==> src/rtl/rcov_pkg.sv <==
// ----------------------------------------------------------------------------
// rcov_pkg
// shared constants, types and helpers for the ramdac cursor overlay core
// ----------------------------------------------------------------------------
package rcov_pkg;

  localparam int CURSOR_SIZE = 32;
  localparam int COORD_W     = $clog2(CURSOR_SIZE);
  localparam int PLANE_DEPTH = CURSOR_SIZE * CURSOR_SIZE / 8;
  localparam int PLANE_AW    = $clog2(PLANE_DEPTH);
  localparam int RAM_DEPTH   = 2 * PLANE_DEPTH;
  localparam int RAM_AW      = $clog2(RAM_DEPTH);
  localparam int DIFF_W      = 14;

  localparam logic [1:0] REQ_WRITE = 2'd0;
  localparam logic [1:0] REQ_READ  = 2'd1;
  localparam logic [1:0] REQ_PIXEL = 2'd2;

  localparam logic [2:0] SEL_INDEX     = 3'd0;
  localparam logic [2:0] SEL_INDEXED   = 3'd2;
  localparam logic [2:0] SEL_RAM_INDEX = 3'd4;
  localparam logic [2:0] SEL_RAM_DATA  = 3'd5;
  localparam logic [2:0] SEL_CMD_A     = 3'd6;

  localparam logic [7:0] IDX_CMD_B       = 8'd2;
  localparam logic [7:0] IDX_CURSOR_CTRL = 8'd3;
  localparam logic [7:0] IDX_POS_X_LO    = 8'd4;
  localparam logic [7:0] IDX_POS_X_HI    = 8'd5;
  localparam logic [7:0] IDX_POS_Y_LO    = 8'd6;
  localparam logic [7:0] IDX_POS_Y_HI    = 8'd7;

  localparam logic [1:0] MODE_OFF    = 2'd0;
  localparam logic [1:0] MODE_3COLOR = 2'd1;
  localparam logic [1:0] MODE_PM     = 2'd2;
  localparam logic [1:0] MODE_XWIN   = 2'd3;

  localparam logic [1:0] CODE_CLEAR = 2'd0;
  localparam logic [1:0] CODE_P0    = 2'd1;
  localparam logic [1:0] CODE_P1    = 2'd2;
  localparam logic [1:0] CODE_BOTH  = 2'd3;

  localparam logic [7:0]  READ_NONE   = 8'hff;
  localparam logic [23:0] INVERT_MASK = 24'hffffff;

  localparam logic [2:0] DEPTH_8  = 3'd0;
  localparam logic [2:0] DEPTH_15 = 3'd1;
  localparam logic [2:0] DEPTH_16 = 3'd2;
  localparam logic [2:0] DEPTH_24 = 3'd3;
  localparam logic [2:0] DEPTH_32 = 3'd4;

  typedef struct packed {
    logic [7:0]          read_data;
    logic [2:0]          depth;
    logic                swap;
    logic                is_pix;
    logic                hit;
    logic [1:0]          mode;
    logic [2:0]          bit_sel;
    logic [23:0]         color1;
    logic [23:0]         color2;
    logic [23:0]         color3;
    logic [23:0]         pixel;
  } item_t;

  function automatic logic [2:0] depth_of(input logic [7:0] cmd);
    logic [2:0] d;
    case (cmd[7:4])
      4'hf:        d = DEPTH_24;
      4'h9, 4'hb:  d = DEPTH_32;
      4'hc, 4'he:  d = DEPTH_16;
      4'h8, 4'ha:  d = DEPTH_15;
      default:     d = DEPTH_8;
    endcase
    return d;
  endfunction

endpackage

==> src/rtl/rcov_ram.sv <==
// ----------------------------------------------------------------------------
// rcov_ram
// generic single-write, single-read ram with registered read data
// ----------------------------------------------------------------------------
module rcov_ram #(
  parameter int WIDTH = 8,
  parameter int DEPTH = 128
) (
  input  logic                     clk,
  input  logic                     we,
  input  logic [$clog2(DEPTH)-1:0] waddr,
  input  logic [WIDTH-1:0]         wdata,
  input  logic                     re,
  input  logic [$clog2(DEPTH)-1:0] raddr,
  output logic [WIDTH-1:0]         rdata
);

  logic [WIDTH-1:0] mem [DEPTH];

  always_ff @(posedge clk) begin
    if (we) begin
      mem[waddr] <= wdata;
    end
    if (re) begin
      rdata <= mem[raddr];
    end
  end

endmodule

==> src/rtl/rcov_regs.sv <==
// ----------------------------------------------------------------------------
// rcov_regs
// bus register file, cursor ram planes and cursor hit lookup for one request
// ----------------------------------------------------------------------------
module rcov_regs (
  input  logic                 clk,
  input  logic                 rst,
  input  logic                 acc,
  input  logic [1:0]           req_type,
  input  logic [2:0]           reg_select,
  input  logic [7:0]           write_data,
  input  logic [11:0]          pixel_x,
  input  logic [11:0]          pixel_y,
  input  logic [23:0]          underlying_pixel,
  output rcov_pkg::item_t      item,
  output logic [7:0]           plane0,
  output logic [7:0]           plane1
);

  logic [7:0]  command_a;
  logic [7:0]  command_b;
  logic [7:0]  cursor_control;
  logic [11:0] cursor_pos_x;
  logic [11:0] cursor_pos_y;
  logic [7:0]  register_index;
  logic [1:0]  color_byte_step;
  logic [7:0]  staged_color_bytes [2];
  logic [23:0] cursor_colors [1:3];
  logic [rcov_pkg::RAM_DEPTH-1:0] ram_vld;
  logic        vld0;
  logic        vld1;

  logic        wr;
  logic        ram_wr;
  logic        we0;
  logic        we1;
  logic [7:0]  command_a_next;
  logic [7:0]  rd;
  logic [rcov_pkg::DIFF_W-1:0] dx;
  logic [rcov_pkg::DIFF_W-1:0] dy;
  logic        hit;
  logic [rcov_pkg::PLANE_AW-1:0] rd_addr;
  logic [7:0]  q0;
  logic [7:0]  q1;

  assign wr     = acc && (req_type == rcov_pkg::REQ_WRITE);
  assign ram_wr = wr && (reg_select == rcov_pkg::SEL_RAM_DATA) && cursor_control[3];
  assign we0    = ram_wr && !register_index[rcov_pkg::PLANE_AW];
  assign we1    = ram_wr && register_index[rcov_pkg::PLANE_AW];

  always_comb begin
    command_a_next = command_a;
    if (wr && (reg_select == rcov_pkg::SEL_CMD_A)) begin
      command_a_next = write_data;
    end
  end

  // bus read mux
  always_comb begin
    rd = rcov_pkg::READ_NONE;
    if (reg_select == rcov_pkg::SEL_CMD_A) begin
      rd = command_a;
    end else if ((reg_select == rcov_pkg::SEL_INDEXED) && command_a[0]) begin
      case (register_index)
        rcov_pkg::IDX_CMD_B:       rd = command_b;
        rcov_pkg::IDX_CURSOR_CTRL: rd = cursor_control;
        rcov_pkg::IDX_POS_X_LO:    rd = cursor_pos_x[7:0];
        rcov_pkg::IDX_POS_X_HI:    rd = {4'd0, cursor_pos_x[11:8]};
        rcov_pkg::IDX_POS_Y_LO:    rd = cursor_pos_y[7:0];
        rcov_pkg::IDX_POS_Y_HI:    rd = {4'd0, cursor_pos_y[11:8]};
        default:                   rd = rcov_pkg::READ_NONE;
      endcase
    end
  end

  // cursor window: offset of the pixel from position minus cursor size
  assign dx = {2'd0, pixel_x} + rcov_pkg::DIFF_W'(rcov_pkg::CURSOR_SIZE) - {2'd0, cursor_pos_x};
  assign dy = {2'd0, pixel_y} + rcov_pkg::DIFF_W'(rcov_pkg::CURSOR_SIZE) - {2'd0, cursor_pos_y};
  assign hit = (dx[rcov_pkg::DIFF_W-1:rcov_pkg::COORD_W] == '0)
            && (dy[rcov_pkg::DIFF_W-1:rcov_pkg::COORD_W] == '0);
  assign rd_addr = {dy[rcov_pkg::COORD_W-1:0], dx[rcov_pkg::COORD_W-1:3]};

  always_comb begin
    item           = '0;
    item.read_data = (acc && (req_type == rcov_pkg::REQ_READ)) ? rd : rcov_pkg::READ_NONE;
    item.depth     = rcov_pkg::depth_of(command_a_next);
    item.swap      = (rcov_pkg::depth_of(command_a_next) >= rcov_pkg::DEPTH_24)
                  && !command_a_next[1];
    item.is_pix    = (req_type == rcov_pkg::REQ_PIXEL);
    item.hit       = hit;
    item.mode      = cursor_control[1:0];
    item.bit_sel   = dx[2:0];
    item.color1    = cursor_colors[1];
    item.color2    = cursor_colors[2];
    item.color3    = cursor_colors[3];
    item.pixel     = underlying_pixel;
  end

  always_ff @(posedge clk) begin
    if (rst) begin
      command_a             <= '0;
      command_b             <= '0;
      cursor_control        <= '0;
      cursor_pos_x          <= '0;
      cursor_pos_y          <= '0;
      register_index        <= '0;
      color_byte_step       <= '0;
      staged_color_bytes[0] <= '0;
      staged_color_bytes[1] <= '0;
      cursor_colors[1]      <= '0;
      cursor_colors[2]      <= '0;
      cursor_colors[3]      <= '0;
    end else if (wr) begin
      case (reg_select)
        rcov_pkg::SEL_INDEX: begin
          register_index <= write_data;
        end
        rcov_pkg::SEL_INDEXED: begin
          if (command_a[0]) begin
            case (register_index)
              rcov_pkg::IDX_CMD_B:       command_b <= write_data;
              rcov_pkg::IDX_CURSOR_CTRL: cursor_control <= write_data;
              rcov_pkg::IDX_POS_X_LO:    cursor_pos_x[7:0] <= write_data;
              rcov_pkg::IDX_POS_X_HI:    cursor_pos_x[11:8] <= write_data[3:0];
              rcov_pkg::IDX_POS_Y_LO:    cursor_pos_y[7:0] <= write_data;
              rcov_pkg::IDX_POS_Y_HI:    cursor_pos_y[11:8] <= write_data[3:0];
              default: ;
            endcase
          end
        end
        rcov_pkg::SEL_RAM_INDEX: begin
          register_index  <= write_data;
          color_byte_step <= '0;
        end
        rcov_pkg::SEL_RAM_DATA: begin
          if (cursor_control[3]) begin
            register_index <= register_index + 8'd1;
          end else if (color_byte_step < 2'd2) begin
            staged_color_bytes[color_byte_step[0]] <= write_data;
            color_byte_step <= color_byte_step + 2'd1;
          end else begin
            // color 0 is never shown, so it is not stored
            if (register_index[1:0] != 2'd0) begin
              cursor_colors[register_index[1:0]] <=
                {staged_color_bytes[0], staged_color_bytes[1], write_data};
            end
            register_index  <= register_index + 8'd1;
            color_byte_step <= '0;
          end
        end
        rcov_pkg::SEL_CMD_A: begin
          command_a <= write_data;
        end
        default: ;
      endcase
    end
  end

  // per-byte written flags stand in for the ram's zero reset
  always_ff @(posedge clk) begin
    if (rst) begin
      ram_vld <= '0;
      vld0    <= 1'b0;
      vld1    <= 1'b0;
    end else begin
      if (ram_wr) begin
        ram_vld[register_index] <= 1'b1;
      end
      if (acc) begin
        vld0 <= ram_vld[{1'b0, rd_addr}];
        vld1 <= ram_vld[{1'b1, rd_addr}];
      end
    end
  end

  rcov_ram #(
    .WIDTH (8),
    .DEPTH (rcov_pkg::PLANE_DEPTH)
  ) u_plane0 (
    .clk   (clk),
    .we    (we0),
    .waddr (register_index[rcov_pkg::PLANE_AW-1:0]),
    .wdata (write_data),
    .re    (acc),
    .raddr (rd_addr),
    .rdata (q0)
  );

  rcov_ram #(
    .WIDTH (8),
    .DEPTH (rcov_pkg::PLANE_DEPTH)
  ) u_plane1 (
    .clk   (clk),
    .we    (we1),
    .waddr (register_index[rcov_pkg::PLANE_AW-1:0]),
    .wdata (write_data),
    .re    (acc),
    .raddr (rd_addr),
    .rdata (q1)
  );

  assign plane0 = q0 & {8{vld0}};
  assign plane1 = q1 & {8{vld1}};

endmodule

==> src/rtl/rcov_blend.sv <==
// ----------------------------------------------------------------------------
// rcov_blend
// cursor compositing of one pixel from the two plane bits and the mode
// ----------------------------------------------------------------------------
module rcov_blend (
  input  rcov_pkg::item_t item,
  input  logic [7:0]      plane0,
  input  logic [7:0]      plane1,
  output logic [23:0]     pixel_out
);

  logic [2:0]  bidx;
  logic [1:0]  code;
  logic [23:0] cur;

  // leftmost pixel sits in bit 7
  assign bidx = ~item.bit_sel;
  assign code = {plane1[bidx], plane0[bidx]};

  always_comb begin
    cur = item.pixel;
    case (item.mode)
      rcov_pkg::MODE_3COLOR: begin
        case (code)
          rcov_pkg::CODE_P0:   cur = item.color1;
          rcov_pkg::CODE_P1:   cur = item.color2;
          rcov_pkg::CODE_BOTH: cur = item.color3;
          default:             cur = item.pixel;
        endcase
      end
      rcov_pkg::MODE_PM: begin
        case (code)
          rcov_pkg::CODE_CLEAR: cur = item.color1;
          rcov_pkg::CODE_P0:    cur = item.color2;
          rcov_pkg::CODE_BOTH:  cur = item.pixel ^ rcov_pkg::INVERT_MASK;
          default:              cur = item.pixel;
        endcase
      end
      rcov_pkg::MODE_XWIN: begin
        case (code)
          rcov_pkg::CODE_P1:   cur = item.color1;
          rcov_pkg::CODE_BOTH: cur = item.color2;
          default:             cur = item.pixel;
        endcase
      end
      default: cur = item.pixel;
    endcase
  end

  always_comb begin
    if (!item.is_pix) begin
      pixel_out = '0;
    end else if (!item.hit) begin
      pixel_out = item.pixel;
    end else begin
      pixel_out = cur;
    end
  end

endmodule

==> src/rtl/ramdac_cursor_overlay_regs_core.sv <==
// ----------------------------------------------------------------------------
// ramdac_cursor_overlay_regs_core
// pipeline: 2 register stages, lookup then output; a request passes both in that order
// throughput: one request per cycle if not stalled; each plane ram has its own r/w port
// stalls: input waits only while the lookup stage holds a request the output can't take
// reset: synchronous, clears control state, valid flags and the cursor ram written flags
// ----------------------------------------------------------------------------
module ramdac_cursor_overlay_regs_core (
  input  logic        clk,
  input  logic        rst,
  input  logic        s_tvalid,
  output logic        s_tready,
  input  logic [55:0] s_tdata,   // write_data, pixel_x, pixel_y, underlying_pixel
  input  logic [4:0]  s_tuser,   // req_type, reg_select
  output logic        m_tvalid,
  input  logic        m_tready,
  output logic [31:0] m_tdata,   // read_data, pixel_out
  output logic [3:0]  m_tuser    // depth_code, swap_red_blue
);

  logic            acc;
  logic            adv;
  logic            s1_valid;
  rcov_pkg::item_t item;
  rcov_pkg::item_t s1;
  logic [7:0]      plane0;
  logic [7:0]      plane1;
  logic [23:0]     pixel_out;

  assign acc      = s_tvalid && s_tready;
  assign adv      = s1_valid && (!m_tvalid || m_tready);
  assign s_tready = !s1_valid || adv;

  rcov_regs u_regs (
    .clk              (clk),
    .rst              (rst),
    .acc              (acc),
    .req_type         (s_tuser[1:0]),
    .reg_select       (s_tuser[4:2]),
    .write_data       (s_tdata[7:0]),
    .pixel_x          (s_tdata[19:8]),
    .pixel_y          (s_tdata[31:20]),
    .underlying_pixel (s_tdata[55:32]),
    .item             (item),
    .plane0           (plane0),
    .plane1           (plane1)
  );

  rcov_blend u_blend (
    .item      (s1),
    .plane0    (plane0),
    .plane1    (plane1),
    .pixel_out (pixel_out)
  );

  always_ff @(posedge clk) begin
    if (rst) begin
      s1_valid <= 1'b0;
      m_tvalid <= 1'b0;
    end else begin
      if (acc) begin
        s1_valid <= 1'b1;
      end else if (adv) begin
        s1_valid <= 1'b0;
      end
      if (adv) begin
        m_tvalid <= 1'b1;
      end else if (m_tready) begin
        m_tvalid <= 1'b0;
      end
    end
  end

  always_ff @(posedge clk) begin
    if (acc) begin
      s1 <= item;
    end
    if (adv) begin
      m_tdata <= {pixel_out, s1.read_data};
      m_tuser <= {s1.swap, s1.depth};
    end
  end

`ifndef NO_ASSERTIONS
  a_accept_fills_stage: assert property (@(posedge clk) disable iff (rst)
    acc |=> s1_valid)
    else $error("accepted request did not reach the lookup stage");

  a_stall_blocks_input: assert property (@(posedge clk) disable iff (rst)
    (s1_valid && m_tvalid && !m_tready) |-> !s_tready)
    else $error("request accepted while pipeline is full and stalled");

  a_advance_shows_result: assert property (@(posedge clk) disable iff (rst)
    adv |=> m_tvalid)
    else $error("result lost on its way to the output register");

  a_nonpixel_zero: assert property (@(posedge clk) disable iff (rst)
    (s1_valid && !s1.is_pix) |-> (pixel_out == 24'd0))
    else $error("non-pixel request produced a pixel value");

  a_depth_range: assert property (@(posedge clk) disable iff (rst)
    m_tvalid |-> (m_tuser[2:0] <= rcov_pkg::DEPTH_32))
    else $error("depth code out of range");
`endif

endmodule
==> config.mk <==
export PLATFORM = sky130hd
export DESIGN_NAME = ramdac_cursor_overlay_regs_core
export DESIGN_NICKNAME = d
export VERILOG_FILES = /design/src/rtl/rcov_pkg.sv /design/src/rtl/rcov_ram.sv /design/src/rtl/rcov_regs.sv /design/src/rtl/rcov_blend.sv /design/src/rtl/ramdac_cursor_overlay_regs_core.sv
export SDC_FILE = /design/constraint.sdc
export NUM_CORES = 2
export LEC_CHECK = 0
export BUFFER_PORTS_ARGS = -buffer_cell sky130_fd_sc_hd__buf_2
export CAP_MARGIN = 5
export CORE_ASPECT_RATIO = 0.6
export CORE_MARGIN = 3
export CORE_UTILIZATION = 50
export DETAILED_ROUTE_END_ITERATION = 10
export GPL_ROUTABILITY_DRIVEN = 0
export GPL_TIMING_DRIVEN = 0
export PLACE_DENSITY = 0.68
export SLEW_MARGIN = 20
export SYNTH_ARGS = -nofsm -noshare
export SYNTH_HDL_FRONTEND = slang
export SYNTH_SLANG_ARGS = --single-unit
==> constraint.sdc <==
create_clock -name clk -period 3.5 [get_ports clk]
set_input_delay 0.175 -clock clk [delete_from_list [all_inputs] [get_ports clk]]
set_output_delay 0.175 -clock clk [all_outputs]
set_load 0.005 [all_outputs]
# After elaboration in Yosys (flattened, before gate mapping)
# Memories as Yosys holds them, arrays and structs flattened. A register that Yosys moved wholly into a read port is not among the register bits.
# Cells that the tools add are included.
[op_classes] addsub=6 order_cmp=7 eq_ne=27 mux=55 bitwise_logic=5 reduce_logical=44
[ops] op="$or A256 B256 Y256" count=1
[ops] op="$pmux W24 S3" count=3
[ops] op="$mux W24" count=2
[ops] op="$mux W8" count=6
[ops] op="$pmux W24 S2" count=1
[ops] op="$pmux W8 S6" count=1
[ops] op="$eq A8 B3 Y1 const B" count=4
[ops] op="$mux W1" count=31
[ops] op="$eq A4 B4 Y1 const B" count=7
[ops] op="$sub A14 B12 Y14" count=2
[ops] op="$add A12 B6 Y13 const B" count=2
[ops] op="$not A24 Y24" count=1
[ops] op="$reduce_and A4 Y1" count=6
[ops] op="$reduce_or A24 Y1" count=1
[ops] op="$logic_not A9 Y1" count=2
[ops] op="$lt A8 B9 Y1 const B" count=2
[ops] op="$and A8 B8 Y8" count=2
[ops] op="$eq A8 B2 Y1 const B" count=2
[ops] op="$pmux W8 S2" count=1
[ops] op="$bmux W1 S7" count=2
[ops] op="$logic_and A1 B1 Y1" count=13
[ops] op="$pmux W3 S4" count=1
[ops] op="$eq A2 B2 Y1 const B" count=5
[ops] op="$reduce_bool A2 Y1" count=5
[ops] op="25 further kinds" count=41
[totals] regBits=397 mem_bits_rw=2136 input_bits=65 out_inout_bits=38 wordCells=173 mem_count=4
[memory_table] name="u_regs.u_plane0.mem" words=128 word_bits=8 read_ports=1 rd_ports_with_merged_regs=1 write_ports=1 line_no="rcov_ram.sv:18" rtl="logic [WIDTH-1:0] mem [DEPTH];"
[memory_table] name="u_regs.u_plane1.mem" words=128 word_bits=8 read_ports=1 rd_ports_with_merged_regs=1 write_ports=1 line_no="rcov_ram.sv:18"
[memory_table] name="u_regs.cursor_colors" words=3 word_bits=24 read_ports=3 rd_ports_with_merged_regs=3 write_ports=3 line_no="rcov_regs.sv:28" rtl="logic [23:0] cursor_colors [1:3];"
[memory_table] name="u_regs.staged_color_bytes" words=2 word_bits=8 read_ports=2 rd_ports_with_merged_regs=0 write_ports=2 line_no="rcov_regs.sv:27" rtl="logic [7:0] staged_color_bytes [2];"

# Logic depth before layout (Yosys ltp)
[depth] ltp_word=13 ltp_mapped=16 ltp_nobuf=12

# Modules after synthesis
# From an unflattened synthesis, not the netlist that was laid out.
[unflattened] cells_unflattened=5799 hier_area_um2=105004.5
[by_module_without_submodules] mod="rcov_ram" n_inst=2 cells_per_inst=1635 area_per_inst_um2=39745.6 seq_area_each_um2=30989.7
[by_module_without_submodules] mod="rcov_regs" n_inst=1 cells_per_inst=1980 area_per_inst_um2=18330.1 seq_area_each_um2=8968.6
[by_module_without_submodules] mod="ramdac_cursor_overlay_regs_core" n_inst=1 cells_per_inst=161 area_per_inst_um2=4638.2 seq_area_each_um2=4574.4
[by_module_without_submodules] mod="rcov_blend" n_inst=1 cells_per_inst=388 area_per_inst_um2=2544.9 seq_area_each_um2=0.0

# Worst setup path before layout
# No wires, ideal clock.
[synth_path] path_type="register -> register" from="register m_tvalid" to="register s1[0] (netlist name), enable pin" setup_ps=483 arrival_time_ps=3252 required_ps=3017 slack_ps=-236 stages_incl_launch_ff=5 n_path_buf=0 synth_period_minus_slack_ps=3736 cell_sequence="dfxtp_1 > nor2b_1 > nand2_1 > nand2_1 > inv_1"
[synth_between] elab_chain_cells=5
[synth_lines] item="start: declaration" line_no="ramdac_cursor_overlay_regs_core.sv:15" rtl="output logic m_tvalid,"
[synth_lines] item="start signal: assignment" line_no="ramdac_cursor_overlay_regs_core.sv:59" rtl="m_tvalid <= 1'b0;"
[synth_lines] item="start signal: assignment" line_no="ramdac_cursor_overlay_regs_core.sv:67" rtl="m_tvalid <= 1'b1;"
[synth_lines] item="start signal: assignment" line_no="ramdac_cursor_overlay_regs_core.sv:69" rtl="m_tvalid <= 1'b0;"
[synth_lines] item="$logic_not A1 Y1" line_no="ramdac_cursor_overlay_regs_core.sv:31" rtl="assign adv = s1_valid && (!m_tvalid || m_tready);"
[synth_lines] item="$logic_or A1 B1 Y1" line_no="ramdac_cursor_overlay_regs_core.sv:31"
[synth_lines] item="$logic_and A1 B1 Y1" line_no="ramdac_cursor_overlay_regs_core.sv:31"
[synth_lines] item="$logic_or A1 B1 Y1" line_no="ramdac_cursor_overlay_regs_core.sv:32" rtl="assign s_tready = !s1_valid || adv;"
[synth_lines] item="named net s_tready" line_no="ramdac_cursor_overlay_regs_core.sv:12" rtl="output logic s_tready,"
[synth_lines] item="$logic_and A1 B1 Y1" line_no="ramdac_cursor_overlay_regs_core.sv:30" rtl="assign acc = s_tvalid && s_tready;"
[synth_lines] item="named net acc" line_no="ramdac_cursor_overlay_regs_core.sv:21" rtl="logic acc;"
[synth_lines] item="end signal: assignment" line_no="ramdac_cursor_overlay_regs_core.sv:76" rtl="s1 <= item;"
[synth_lines] item="end: declaration" line_no="ramdac_cursor_overlay_regs_core.sv:25" rtl="rcov_pkg::item_t s1;"
# The timed path passes the listed nets, and every way through them passes these cells.
# A chain may end at the register's enable or synchronous reset.

# Worst setup path in the final report
[layout_path] from="register u_regs.cursor_pos_y[0]" to="register u_regs.u_plane0.rdata[4] (read register of u_regs.u_plane0.mem), data pin"
[layout_between] elab_chain_cells=1
[layout_lines] item="start: declaration" line_no="rcov_regs.sv:24" rtl="logic [11:0] cursor_pos_y;"
[layout_lines] item="start signal: assignment" line_no="rcov_regs.sv:125" rtl="rcov_pkg::IDX_POS_Y_LO: cursor_pos_y[7:0] <= write_data;"
[layout_lines] item="$sub A14 B12 Y14" line_no="rcov_regs.sv:78" rtl="assign dy = {2'd0, pixel_y} + rcov_pkg::DIFF_W'(rcov_pkg::CURSOR_SIZE) - {2'd0, cursor_pos_y};"
[layout_lines] item="end: declaration" line_no="rcov_ram.sv:15" rtl="output logic [WIDTH-1:0] rdata"
# Every way passes these cells.

==> results.py <==
metrics = {
    "run_status": {
        "status": "finished with violations",
        "failed_checks": "setup timing",
    },
    "critical_path": {
        "worst-path-buf-inv": 2,
        "cp.depth": 7,
        "reg2reg_depth": 7,
        "startpoint_type": "register",
        "crit_path_top_delay_cell": "fa_1",
        "r2r_end": "u_regs.u_plane0.rdata[4]",
        "endpoint": "u_regs.u_plane0.rdata[4]",
        "critPathCaptureType": "register",
        "r2r_slack_ps": -910,
        "crit_required_ps": 4100,
        "worstSetupStartpoint": "u_regs.cursor_pos_y[0]",
        "critPathKind": "register to register",
        "critPathMaxStageDelay_ps": 970,
        "cp_max_fo": 10,
        "worstPathArrival_ps": 5010,
        "crit_path_cell_trace": "ha_1 -> fa_1 -> clkbuf_2 -> clkbuf_1 -> mux4_2 -> a221oi_4 -> nand3_1",
        "critical_path.top_delay_family": "buffers and inverters",
        "rr_startpoint": "u_regs.cursor_pos_y[0]",
    },
    "logic_synthesis": {
        "syn_inst": 5712,
        "yosys_warnings": 0,
        "syn_area_sq_um": 104000,
        "synth_top_family_by_area": "multiplexers",
        "seq_area_frac_synth_pct": 72.8,
        "muxShareOfSynthArea_pct": 16.7,
        "synth_top_area_share_pct": 66.7,
        "ys_types": 61,
        "synthXorXnorAreaFrac_pct": 0.211,
        "synth_edf_count": 2303,
        "ys_seq_elements": 2621,
        "synth_area_per_cell_sq_um": 18.2,
        "synth-async-reset-ratio_pct": 0,
        "synthTopCellsByArea": "edfxtp_1, mux4_2, dfxtp_1",
        "yosys.area_share.simple_pct": 4.35,
        "synthAdderAreaFrac_pct": 0.400,
        "ys.flop_type": "edfxtp_1",
        "synth_top_area_cell": "edfxtp_1",
        "syn-num-nets": 5809,
        "synth_compound_area_share_pct": 3.81,
    },
    "sta": {
        "layout_setup_ws_ps": -907,
        "min_period_ps": 4410,
        "setup_viol": 18,
        "whs_ps": 70.9,
        "rsz0062_at_grt": "true",
        "fin_worst_skew_ps": 76.9,
        "max_freq_mhz": 227,
        "tns_ps": -13170,
        "hold_viol": 0,
        "drv_slew": 0,
        "slew_headroom_pct": 12.4,
        "worst_pin_slew_ps": 1300,
        "period_share_pct": 126,
    },
    "global_route": {
        "grt_pass1_wl_mm": 427,
        "grt_remaining_overflow": 0,
        "grt_pass1_vias": 56900,
        "antenna_found_initial": 12,
        "grt_usage_pct": 27.9,
        "grt_max_degree": 121,
    },
    "clock_network": {
        "cts_tree": "done",
        "clk_latency_ps": 890,
        "path_clk_slew_ps": 70,
        "clk_path_buf_depth": 4,
        "root_buffer": "clkbuf_16",
        "clock_sinks": 2621,
        "cts_made_buffers": 226,
        "htree_levels": 4,
    },
    "min_path": {
        "hold_path.class": "primary input to register",
    },
    "place": {
        "hpwl_mm": 201,
        "io_buffer_count": 102,
        "dp_cells": 8586,
    },
    "floorplan": {
        "die_w_microns": 594,
        "fp.dieH_microns": 359,
        "rows": 128,
        "die-area_sq_um": 213000,
        "start_util_pct": 50.7,
        "ios": 103,
        "core_area_sq_um": 205000,
    },
    "cells_and_area": {
        "syn_to_final_growth_pct": 16.9,
        "multi_input_area_sq_um": 28800,
        "nets": 6325,
        "regArea_sq_um": 75500,
        "stdcell_count": 9134,
        "fill_cells": 14500,
        "final_layout_size_suffix_gt1_share_pct": 27.1,
    },
    "detailed_routing": {
        "avgRoutedWirePerCell_microns": 33.2,
        "via_per_inst": 6.54,
        "firstDrtPassIters": 6,
        "dr_total_vias": 59800,
        "ant_nets": 0,
        "drc_errors": 0,
        "wirelength_mm": 303,
        "drt_first_iter_violations": 9964,
    },
    "pwr": {
        "p_per_area_nw_per_um2": 539,
        "power_leakage_nw": 39.3,
        "vdd_ir_drop_max_v": 0.000502,
        "p_total_mw": 65.3,
    },
    "job": {
        "cap_viol_max_count": 0,
    },
}
-- per-layer routing --
layer / wire length [microns] / global-route usage, %
met2: 122000 / 36.5
met1: 125000 / 43.6
met3: 49100 / 11.6
met5: 47 / 0
met4: 6680 / 5.68
-- cell usage after synthesis (18+ instances only) --
cell type     n
a21oi_1     321
a221oi_1     40
a22o_1       24
a22oi_1     109
and2_1       18
and3_1       98
buf_1        26
buf_2        58
clkbuf_1    275
dfxtp_1     318
edfxtp_1   2303
ha_1         30
inv_1        41
mux2i_1     298
mux4_2      636
nand2_1     133
nand3_1     126
nor2_1      567
nor2b_1      18
nor3_1       26
o21ai_0      66
o22ai_1      35
-- layout by cell type, fill, tap and decap left out, drive strengths merged, types with 5 or more instances in the layout --
cell type	count
dlygate4sd3	69
clkinvlp	9
o22ai	35
bufinv	30
ha	30
nand3	126
a22o	24
nand2b	5
buf	329
and2	18
nor4	5
nor3	26
xor2	14
edfxtp	2303
clkinv	83
a31oi	11
a221oi	40
nor3b	5
o21a	8
dfxtp	318
xnor2	11
nor2b	18
a21oi	321
and3	98
mux2i	298
o21ai	67
nand2	133
clkbuf	544
a22oi	109
inv	47
a21o	7
mux4	636
or2	6
nor2	568
-- cell type report --
type                    count  share of cell area, %
diodes                      2                0.00413
repair buffers            290                   2.78
clock inverters           128                   1.16
multi-input cells        2669                   23.7
inverters                  41                  0.130
clock buffers             274                   4.92
well taps                2730                   2.82
flip-flops and latches   2621                   62.3
plain buffers             379                   2.14
-- per-stage QoR --
stage	worst slack (ps)	area, sq um	utilization (%)
final	-907	121000	59.3
after global routing	-871	121000	59.3
after CTS	-795	120000	58.8
after detailed placement	-2400	109000	53.2
after global placement	-3020	108000	52.7
after floorplan	-77.6	104000	-
-- flip-flops by register name, summed over array words and instances (netlist names), 8 cells and up --
signal	cells
u_regs.u_plane0.mem	1024
u_regs.u_plane1.mem	1024
u_regs.ram_vld	256
s1	115
u_regs.cursor_colors	72
m_tdata	32
u_regs.staged_color_bytes	16
u_regs.cursor_pos_x	12
u_regs.cursor_pos_y	12
u_regs.command_a	8
u_regs.command_b	8
u_regs.cursor_control	8
u_regs.register_index	8
u_regs.u_plane0.rdata	8
u_regs.u_plane1.rdata	8
-- power by group --
| group | internal, mW | switching, mW |
|---|---|---|
| clock network | 14.3 | 11.4 |
| logic | 2.17 | 3.23 |
| registers | 34.1 | 0.0964 |
-- cells by family after synthesis --
| logic type | Yosys count |
|---|---|
| DFF | 2621 |
| and+or+nand+nor | 1027 |
| muxes | 936 |
| AOI/OAI and AO/OA | 649 |
| buffers and inverters | 422 |
| adders and majority gates | 32 |
| xor gates and xnor gates | 25 |
-- what timing repair did --
action | 4_1_cts | 5_1_grt
pin swaps | 43 | 46
gates cloned | 5 | 4
gates resized for setup | 725 | 180
setup endpoints to repair | 2382 | 1410
hold buffers | 69 | 0
endpoints found under the hold margin | 585 | 0
setup buffers | 42 | 26
-- worst min-delay path by stage --
stage          endpoint         from  slack [ps]  depth (start not counted)
3_5_place_dp      s1[3]  s_tdata[35]         350                          1
5_1_grt          s1[14]  s_tdata[46]          60                          2
3_3_place_gp     s1[17]  s_tdata[49]         350                          1
4_1_cts           s1[8]  s_tdata[40]          10                          2
6_report          s1[8]  s_tdata[40]          70                          2
2_1_floorplan     s1[0]  s_tdata[32]         270                          0
(Power assumes the default switching activity.)
